--- src/hdl/dmn_pkg.sv ---
// Shared types, constants and the ordering function of the distributed mutex node.
package dmn_pkg;

   localparam int NODES     = 8;
   localparam int TIME_BITS = 32;
   localparam int STORE_CAP = NODES - 1;
   localparam int ID_W      = 3;
   localparam int CNT_W     = $clog2(STORE_CAP + 1);
   localparam int TALLY_W   = 4;
   localparam int TICK_W    = 8;
   localparam int CSR_IDX_W = 2;
   localparam int CSR_DAT_W = 8;

   localparam logic [ID_W-1:0]    RST_NODE_ID    = '0;
   localparam logic [TALLY_W-1:0] RST_NODE_COUNT = TALLY_W'(8);
   localparam logic [TICK_W-1:0]  RST_CS_TIME    = TICK_W'(2);
   localparam logic [TALLY_W-1:0] TALLY_MAX      = '1;

   typedef enum logic [1:0] {
      CMD_TICK      = 2'd0,
      CMD_LOCAL_REQ = 2'd1,
      CMD_PEER_REQ  = 2'd2,
      CMD_PEER_REP  = 2'd3
   } cmd_type;

   typedef enum logic [1:0] {
      MODE_IDLE = 2'd0,
      MODE_WANT = 2'd1,
      MODE_CS   = 2'd2
   } mode_type;

   typedef enum logic [CSR_IDX_W-1:0] {
      CSR_NODE_ID    = 2'd0,
      CSR_NODE_COUNT = 2'd1,
      CSR_CS_TIME    = 2'd2
   } csr_index_type;

   typedef enum logic {
      S_IDLE  = 1'b0,
      S_DRAIN = 1'b1
   } state_type;

   typedef struct packed {
      logic [TIME_BITS-1:0] stamp;
      logic [ID_W-1:0]      node;
   } dmn_entry_type;

   typedef struct packed {
      logic insert;
      logic drain;
   } dmn_ctrl_type;

   // True when pair a orders strictly ahead of pair b by (time, id).
   function automatic logic entry_before(input dmn_entry_type a, input dmn_entry_type b);
      entry_before = (a.stamp < b.stamp) || ((a.stamp == b.stamp) && (a.node < b.node));
   endfunction

endpackage

--- src/hdl/dmn_cell.sv ---
// One cell of the sorted deferral chain: holds a single deferred request.
module dmn_cell (
   input  logic                  clock,
   input  dmn_pkg::dmn_ctrl_type  ctrl,
   input  dmn_pkg::dmn_entry_type new_entry,
   input  dmn_pkg::dmn_entry_type left_entry,
   input  dmn_pkg::dmn_entry_type right_entry,
   input  logic                  occupied,
   input  logic                  prev_occupied,
   input  logic                  prev_later,
   output dmn_pkg::dmn_entry_type entry,
   output logic                  later
);
   import dmn_pkg::*;

   dmn_entry_type entry_ff;
   dmn_entry_type entry_in;
   logic          take_new;

   // This entry ranks behind the newcomer, so the newcomer goes here or further left.
   assign later    = occupied && entry_before(new_entry, entry_ff);
   assign take_new = !prev_later && (later || (!occupied && prev_occupied));

   always_comb begin
      entry_in = entry_ff;
      if (ctrl.drain) begin
         entry_in = right_entry;
      end else if (ctrl.insert) begin
         if (prev_later) begin
            entry_in = left_entry;
         end else if (take_new) begin
            entry_in = new_entry;
         end
      end
   end

   always_ff @(posedge clock) begin
      entry_ff <= entry_in;
   end

   assign entry = entry_ff;

endmodule

--- src/hdl/dmn_chain.sv ---
// Row of deferral cells kept sorted by (time, id), drained from the head.
module dmn_chain (
   input  logic                       clock,
   input  dmn_pkg::dmn_ctrl_type       ctrl,
   input  dmn_pkg::dmn_entry_type      new_entry,
   input  logic [dmn_pkg::CNT_W-1:0]  total,
   output dmn_pkg::dmn_entry_type      head
);
   import dmn_pkg::*;

   dmn_entry_type ent   [STORE_CAP];
   logic          later [STORE_CAP];
   logic          occ   [STORE_CAP];

   genvar k;
   generate
      for (k = 0; k < STORE_CAP; k++) begin : g_cell
         dmn_entry_type left_e;
         dmn_entry_type right_e;
         logic          prev_occ;
         logic          prev_lat;

         assign occ[k] = (total > CNT_W'(k));

         if (k == 0) begin : g_first
            assign left_e   = new_entry;
            assign prev_occ = 1'b1;
            assign prev_lat = 1'b0;
         end else begin : g_rest
            assign left_e   = ent[k-1];
            assign prev_occ = occ[k-1];
            assign prev_lat = later[k-1];
         end

         if (k == STORE_CAP - 1) begin : g_tail
            assign right_e = ent[k];
         end else begin : g_mid
            assign right_e = ent[k+1];
         end

         dmn_cell u_cell (
            .clock         (clock),
            .ctrl          (ctrl),
            .new_entry     (new_entry),
            .left_entry    (left_e),
            .right_entry   (right_e),
            .occupied      (occ[k]),
            .prev_occupied (prev_occ),
            .prev_later    (prev_lat),
            .entry         (ent[k]),
            .later         (later[k])
         );
      end
   endgenerate

   assign head = ent[0];

endmodule

--- src/hdl/distributed_mutex_node.sv ---
// Top level of one node of a timestamp-ordered distributed mutual exclusion scheme.
//
//  channel | direction | handshake             | payload
//  req     | in        | req_valid / req_ready | command, now, peer_id, msg_time
//  rsp     | out       | rsp_valid / rsp_ready | has_reply, reply_dest, reply_time,
//          |           |                       | node_mode, last
//  csr     | in        | csr_valid / csr_ready | index, data (always ready)
//
// An input transaction is taken at an edge that also loads its first result into the output
// register; a new input is taken in any non-drain cycle in which that register is empty or
// being read. A tick that ends the critical section with n deferred peers gives n results,
// one per cycle while rsp is ready, from the chain head; no input is taken until the last.
// Reset is synchronous and clears the mode, counters and chain fill count.
// Back-pressure on rsp stalls the node without losing or repeating a result.
module distributed_mutex_node (
   input  logic                              clock,
   input  logic                              reset,
   input  logic                              req_valid,
   output logic                              req_ready,
   input  logic [1:0]                        req_command,
   input  logic [dmn_pkg::TIME_BITS-1:0]     req_now,
   input  logic [dmn_pkg::ID_W-1:0]          req_peer_id,
   input  logic [dmn_pkg::TIME_BITS-1:0]     req_msg_time,
   output logic                              rsp_valid,
   input  logic                              rsp_ready,
   output logic                              rsp_has_reply,
   output logic [dmn_pkg::ID_W-1:0]          rsp_reply_dest,
   output logic [dmn_pkg::TIME_BITS-1:0]     rsp_reply_time,
   output logic [1:0]                        rsp_node_mode,
   output logic                              rsp_last,
   input  logic                              csr_valid,
   output logic                              csr_ready,
   input  logic [dmn_pkg::CSR_IDX_W-1:0]     csr_index,
   input  logic [dmn_pkg::CSR_DAT_W-1:0]     csr_data
);
   import dmn_pkg::*;

   // Configuration registers.
   logic [ID_W-1:0]    node_id_ff;
   logic [TALLY_W-1:0] node_count_ff;
   logic [TICK_W-1:0]  cs_time_ff;

   // Node state.
   state_type             state_ff, state_in;
   mode_type              mode_ff, mode_in;
   logic [TIME_BITS-1:0]  stamp_ff, stamp_in;
   logic [TALLY_W-1:0]    tally_ff, tally_in;
   logic [TICK_W-1:0]     ticks_ff, ticks_in;
   logic [CNT_W-1:0]      total_ff, total_in;
   logic [TIME_BITS-1:0]  drain_time_ff, drain_time_in;

   // Output register.
   logic                  rsp_valid_ff, rsp_valid_in;
   logic                  rsp_has_ff, rsp_has_in;
   logic [ID_W-1:0]       rsp_dest_ff, rsp_dest_in;
   logic [TIME_BITS-1:0]  rsp_time_ff, rsp_time_in;
   mode_type              rsp_mode_ff, rsp_mode_in;
   logic                  rsp_last_ff, rsp_last_in;

   logic                  out_free;
   logic                  accept;
   cmd_type               cmd;
   logic [TALLY_W-1:0]    needed;
   logic [TALLY_W-1:0]    tally_sat;
   logic                  section_end;
   logic                  peer_first;
   dmn_entry_type         peer_entry;
   dmn_entry_type         own_entry;
   dmn_entry_type         head;
   dmn_ctrl_type          ctrl;

   assign cmd        = cmd_type'(req_command);
   assign out_free   = !rsp_valid_ff || rsp_ready;
   assign req_ready  = (state_ff == S_IDLE) && out_free;
   assign accept     = req_valid && req_ready;
   assign csr_ready  = 1'b1;

   // A node count of zero or one needs no replies at all.
   assign needed      = (node_count_ff >= TALLY_W'(1)) ? node_count_ff - TALLY_W'(1) : '0;
   assign tally_sat   = (tally_ff == TALLY_MAX) ? tally_ff : tally_ff + TALLY_W'(1);
   // The section ends on the tick that brings the remaining count to zero; a zero
   // section time behaves as one.
   assign section_end = (mode_ff == MODE_CS) && (ticks_ff <= TICK_W'(1));

   assign peer_entry.stamp = req_msg_time;
   assign peer_entry.node  = req_peer_id;
   assign own_entry.stamp  = stamp_ff;
   assign own_entry.node   = node_id_ff;
   assign peer_first       = entry_before(peer_entry, own_entry);

   dmn_chain u_chain (
      .clock     (clock),
      .ctrl      (ctrl),
      .new_entry (peer_entry),
      .total     (total_ff),
      .head      (head)
   );

   // Next state: the drain state covers every deferred reply after the first.
   always_comb begin
      state_in = state_ff;
      case (state_ff)
         S_IDLE: begin
            if (accept && (cmd == CMD_TICK) && section_end && (total_ff > CNT_W'(1))) begin
               state_in = S_DRAIN;
            end
         end
         S_DRAIN: begin
            if (out_free && (total_ff == CNT_W'(1))) begin
               state_in = S_IDLE;
            end
         end
         default: state_in = S_IDLE;
      endcase
   end

   // Datapath and result register loading.
   always_comb begin
      mode_in       = mode_ff;
      stamp_in      = stamp_ff;
      tally_in      = tally_ff;
      ticks_in      = ticks_ff;
      total_in      = total_ff;
      drain_time_in = drain_time_ff;
      ctrl          = '0;

      rsp_valid_in  = rsp_valid_ff && !rsp_ready;
      rsp_has_in    = rsp_has_ff;
      rsp_dest_in   = rsp_dest_ff;
      rsp_time_in   = rsp_time_ff;
      rsp_mode_in   = rsp_mode_ff;
      rsp_last_in   = rsp_last_ff;

      case (state_ff)
         S_DRAIN: begin
            if (out_free) begin
               rsp_valid_in = 1'b1;
               rsp_has_in   = 1'b1;
               rsp_dest_in  = head.node;
               rsp_time_in  = drain_time_ff;
               rsp_mode_in  = mode_ff;
               rsp_last_in  = (total_ff == CNT_W'(1));
               ctrl.drain   = 1'b1;
               total_in     = total_ff - CNT_W'(1);
            end
         end
         S_IDLE: begin
            if (accept) begin
               rsp_valid_in = 1'b1;
               rsp_has_in   = 1'b0;
               rsp_dest_in  = '0;
               rsp_time_in  = '0;
               rsp_last_in  = 1'b1;
               case (cmd)
                  CMD_TICK: begin
                     if (mode_ff == MODE_CS) begin
                        if (ticks_ff != '0) begin
                           ticks_in = ticks_ff - TICK_W'(1);
                        end
                        if (section_end) begin
                           mode_in  = MODE_IDLE;
                           tally_in = '0;
                           if (total_ff != '0) begin
                              // The first deferred reply leaves with this transaction.
                              rsp_has_in    = 1'b1;
                              rsp_dest_in   = head.node;
                              rsp_time_in   = req_now;
                              rsp_last_in   = (total_ff == CNT_W'(1));
                              ctrl.drain    = 1'b1;
                              total_in      = total_ff - CNT_W'(1);
                              drain_time_in = req_now;
                           end
                        end
                     end
                  end
                  CMD_LOCAL_REQ: begin
                     if (mode_ff == MODE_IDLE) begin
                        stamp_in = req_now;
                        tally_in = '0;
                        if (needed == '0) begin
                           mode_in  = MODE_CS;
                           ticks_in = cs_time_ff;
                        end else begin
                           mode_in  = MODE_WANT;
                        end
                     end
                  end
                  CMD_PEER_REQ: begin
                     if ((mode_ff == MODE_IDLE) || ((mode_ff == MODE_WANT) && peer_first)) begin
                        rsp_has_in  = 1'b1;
                        rsp_dest_in = req_peer_id;
                        rsp_time_in = req_now;
                     end else if (total_ff < CNT_W'(STORE_CAP)) begin
                        // Deferred; a request that finds the chain full is dropped.
                        ctrl.insert = 1'b1;
                        total_in    = total_ff + CNT_W'(1);
                     end
                  end
                  CMD_PEER_REP: begin
                     if (mode_ff == MODE_WANT) begin
                        if (tally_sat == needed) begin
                           mode_in  = MODE_CS;
                           tally_in = '0;
                           ticks_in = cs_time_ff;
                        end else begin
                           tally_in = tally_sat;
                        end
                     end
                  end
                  default: begin
                     mode_in = mode_ff;
                  end
               endcase
               rsp_mode_in = mode_in;
            end
         end
         default: begin
            rsp_valid_in = 1'b0;
         end
      endcase
   end

   always_ff @(posedge clock) begin
      if (reset) begin
         state_ff      <= S_IDLE;
         mode_ff       <= MODE_IDLE;
         stamp_ff      <= '0;
         tally_ff      <= '0;
         ticks_ff      <= '0;
         total_ff      <= '0;
         rsp_valid_ff  <= 1'b0;
         node_id_ff    <= RST_NODE_ID;
         node_count_ff <= RST_NODE_COUNT;
         cs_time_ff    <= RST_CS_TIME;
      end else begin
         state_ff     <= state_in;
         mode_ff      <= mode_in;
         stamp_ff     <= stamp_in;
         tally_ff     <= tally_in;
         ticks_ff     <= ticks_in;
         total_ff     <= total_in;
         rsp_valid_ff <= rsp_valid_in;
         if (csr_valid && csr_ready) begin
            case (csr_index_type'(csr_index))
               CSR_NODE_ID:    node_id_ff    <= csr_data[ID_W-1:0];
               CSR_NODE_COUNT: node_count_ff <= csr_data[TALLY_W-1:0];
               CSR_CS_TIME:    cs_time_ff    <= csr_data[TICK_W-1:0];
               default:        node_id_ff    <= node_id_ff;
            endcase
         end
      end
   end

   // Result payload and drain stamp carry no reset.
   always_ff @(posedge clock) begin
      drain_time_ff <= drain_time_in;
      rsp_has_ff    <= rsp_has_in;
      rsp_dest_ff   <= rsp_dest_in;
      rsp_time_ff   <= rsp_time_in;
      rsp_mode_ff   <= rsp_mode_in;
      rsp_last_ff   <= rsp_last_in;
   end

   assign rsp_valid      = rsp_valid_ff;
   assign rsp_has_reply  = rsp_has_ff;
   assign rsp_reply_dest = rsp_dest_ff;
   assign rsp_reply_time = rsp_time_ff;
   assign rsp_node_mode  = rsp_mode_ff;
   assign rsp_last       = rsp_last_ff;

`ifndef SYNTHESIS
   a_drain_blocks_input: assert property (@(posedge clock) disable iff (reset)
      (state_ff == S_DRAIN) |-> !req_ready)
      else $error("input taken while deferred replies are draining");

   a_total_in_range: assert property (@(posedge clock) disable iff (reset)
      total_ff <= CNT_W'(STORE_CAP))
      else $error("deferral chain fill count beyond capacity");

   a_drain_idle_mode: assert property (@(posedge clock) disable iff (reset)
      (state_ff == S_DRAIN) |-> ((mode_ff == MODE_IDLE) && (total_ff != '0)))
      else $error("draining outside idle mode or with an empty chain");

   a_not_last_needs_drain: assert property (@(posedge clock) disable iff (reset)
      (rsp_valid_ff && !rsp_last_ff) |-> (rsp_has_ff && (state_ff == S_DRAIN)))
      else $error("non-final result without a pending drain");

   a_section_clears_tally: assert property (@(posedge clock) disable iff (reset)
      (mode_ff == MODE_CS) |-> (tally_ff == '0))
      else $error("reply tally left set inside the critical section");
`endif

endmodule

--- config.mk ---
export PLATFORM = sky130hd
export DESIGN_NAME = distributed_mutex_node
export DESIGN_NICKNAME = d
export VERILOG_FILES = /design/src/hdl/dmn_pkg.sv /design/src/hdl/dmn_cell.sv /design/src/hdl/dmn_chain.sv /design/src/hdl/distributed_mutex_node.sv
export SDC_FILE = /design/constraint.sdc
export NUM_CORES = 1
export LEC_CHECK = 0
export ABC_AREA = 1
export CAP_MARGIN = 15
export CORE_MARGIN = 2
export CORE_UTILIZATION = 60
export DETAILED_ROUTE_END_ITERATION = 6
export DONT_BUFFER_PORTS = 1
export PLACE_DENSITY = 0.81
export SLEW_MARGIN = 20
export SYNTH_ARGS = -nofsm -noshare
export SYNTH_HDL_FRONTEND = slang
export SYNTH_SLANG_ARGS = --single-unit
--- constraint.sdc ---
create_clock -name clock -period 12.4 [get_ports clock]
set_clock_uncertainty 0.1 [all_clocks]
set_input_delay 0.62 -clock clock [delete_from_list [all_inputs] [get_ports clock]]
set_output_delay 0.62 -clock clock [all_outputs]
set_load 0.02 [all_outputs]
==> metrics.txt <==
Vias/cell=6.20; worst vdd ir=0.109 mV; Port-buffer cells=0; Total Power=0.00308 W; Wirelength per Cell=20.7 um; Post-CTS Setup Repair Bufs=0; share of the synthesized area in the top cell type=between 30% and 40%; critical path type=reg -> reg; Final Instance Area=roughly 26,000 um^2; sequential fraction of the synthesis area=43.6%; max frequency=191 MHz; Final Slew Violations=0; Pint=0.00228 W; CTS Sinks=382; Net Sw Power=roughly 0.00079 W; max-cap viol count=0; startpoint class of the critical path=flip-flop; Cell Area, Synth=24,800 um^2; slew margin rel.=25.5%; DRC viols=0; Async S/R FF share, synth=0%; post-cts resize count=0; Reg power frac=between 40 and 50%; antenna violations before repair=0; Post-synth top flop=edfxtp_1; number of distinct library cells after synthesis=47; Switching Share=25.7%; CTS Root Cell=clkbuf_16; static leakage=12.0 nW; Post-Place Cell Area=25,100 um^2; Worst Hold Class=in -> reg; dpl hpwl=48.4 mm; Synth top cells by count=nand2_1, inv_1, nand3_1, edfxtp_1, ha_1; Die W=a little over 200 um; CP max stage delay=890 ps; total gr overflow=0; row cnt=74; WL final=71.6 mm; logic gate share of total power=11.4%; gpl congestion=0.928; worst-skew pair later-pin latency=roughly 580 ps; Area Growth Syn to Fin=6.76%; TritonCTS buffer count=between 40 and 50; Routed Antenna Nets=0; Finished Layout Cells=between 3,000 and 4,000; Post-synth EDFFs=316; Placed Cells incl. Taps=3,374; DIE AREA=between 40,000 and 50,000 um^2; status=finished clean; hold path startpoint=reset; final hold vios=0; DR vias=21,400; Bufs on Longest Clock Path=3; fin crit share=between 40% and 50%; syn avg cell area=8.41 um^2; Reg-to-Reg Start=u_chain.g_cell[4].u_cell.entry[34]$_DFFE_PP_; Cells after Synth=just under 3,000; synth warn=0; syn_nets=between 3,000 and 4,000; worst slew pin tran=1110 ps; DR iter-0 viols=~2,300; CTS tree=yes; clock power share=41.7%; largest net degree at the start of global routing=110; share of layout cells above drive strength 1=~8.2%; GRT Util Overall=around 33%; fin crit period=between 5000 and 6000 ps; Yosys top cell by area=edfxtp_1; Fillers=3,222; cts hold-fix bufs=0; CTS clock-pin slew for the worst setup and hold paths=60 ps; core box area=slightly above 40,000 um^2; Cell Chain, Critical Path=inv_1, ha_1, nand2_1, nor2_1, nand4_1, nor4_1, nand4_1, nand2_2, nand2_2, buf_4, nand2_1, nor2_1, nor2_4, buf_4; WP data required=12,520 ps; H-tree depth=2; Bufs and invs on worst path=3; final core utilization=64.8%; Seq cells post-synth=between 300 and 400; Crit-path slowest cell=nor4_1; Initial Utilization=60.7%; unrepaired setup endpoints after global routing=false; crit end category=flip-flop; setup TNS=0 ps; most common cell in the netlist=nand2_1; # IOs=126; global-route wire length before repair=112 mm; vias in the first global route=21,300; DRT Pass-1 Iters=6; Arrival @ worst endpoint=between 5000 and 6000 ps; Crit path max-delay family=simple AND/OR/NAND/NOR gates; crit path launch=u_chain.g_cell[4].u_cell.entry[34]$_DFFE_PP_; Power per Cell Area=between 100 and 150 nW/um^2; CP Max Fanout=36; nets=around 3,200; Setup violations, final=0; Die Ht=around 210 um; ranking of synthesized cells by area=edfxtp_1, ha_1, nand2_1, nand3_1, inv_1
[cell usage in the layout, fill, tap and decap left out, types with 10 or more instances in the layout]
cell	instances
buf_4	19
nand2_2	11
nand2_1	772
o21ai_0	174
edfxtp_1	316
clkbuf_1	11
nand3_1	349
o21ai_2	45
nand3_2	63
o21ai_1	22
a21oi_1	173
ha_1	249
inv_1	358
clkbuf_16	45
clkinv_2	11
nor2_1	94
nor4_1	10
nand4_1	29
dfxtp_1	66
[cell families after synthesis]
group,count (synthesis),share of synthesized area [%]
XOR/XNOR,9,0.318
AO/OA/AOI/OAI,455,10.3
AND/OR/NAND/NOR,1357,24.8
adder cells (fa/ha/maj),249,12.6
multiplexers,1,0.0454
other,1,0.0151
flip-flops,382,43.6
buffers and inverters,495,8.42
[power groups by stage]
stage	logic [W]	registers (W)	clock network (W)
5_1_grt	0.000393	0.00144	0.00133
3_3_place_gp	0.000317	0.00147	0
3_5_place_dp	0.000339	0.00147	0
6_report	0.000351	0.00144	0.00128
2_1_floorplan	0.000254	0.00147	0
4_1_cts	0.000342	0.00144	0.00128
[sequential cells by signal (all words and copies together), names as in the netlist, 3 cells and up]
name	flops
rsp_reply_time	32
drain_time_ff	32
node_id_ff	3
node_count_ff	4
stamp_ff	32
rsp_reply_dest	3
cs_time_ff	8
u_chain.g_cell.u_cell.entry	245
tally_ff	4
total_ff	3
ticks_ff	8
[worst paths after layout]
check                                                               endpoint  cells past startpoint  slack, ps
worst min-delay path                                ticks_ff[5]$_SDFFE_PP0P_                      1         10
worst min register to register                     stamp_ff[13]$_SDFFE_PP0P_                      2        360
worst max-delay path            u_chain.g_cell[5].u_cell.entry[17]$_DFFE_PP_                     14       7180
worst max register to register  u_chain.g_cell[5].u_cell.entry[17]$_DFFE_PP_                     14       7180
[per-layer routing]
metal | up-vias | track usage, % | wire length (um)
met5 | - | 0 | 0
met4 | 0 | 19.0 | 4180
met3 | 266 | 5.79 | 7560
met2 | 1254 | 52.9 | 32800
met1 | 10000 | 41.4 | 27000
li1 | 9866 | - | -
[cell type report]
| class | instances | area, um^2 | share of cell area (%) |
|---|---|---|---|
| Antenna cell | 1 | 2.50 | 0.00946 |
| Clock buffer | 60 | 1220 | 4.60 |
| Clock inverter | 18 | 164 | 0.619 |
| Inverter | 366 | 1380 | 5.22 |
| Multi-Input combinational cell | 2072 | 12000 | 45.3 |
| Sequential cell | 382 | 10800 | 40.8 |
| Tap cell | 532 | 666 | 2.52 |
| Timing Repair Buffer | 23 | 236 | 0.894 |
[per-stage QoR]
stage,hold slack (ps),worst slack (ps)
CTS,0.741,7370
global placement,342,7230
global route,18.1,7070
detailed placement,354,7180
finish,12.9,7180
floorplan,330,7330
(Power assumes the default switching activity.)
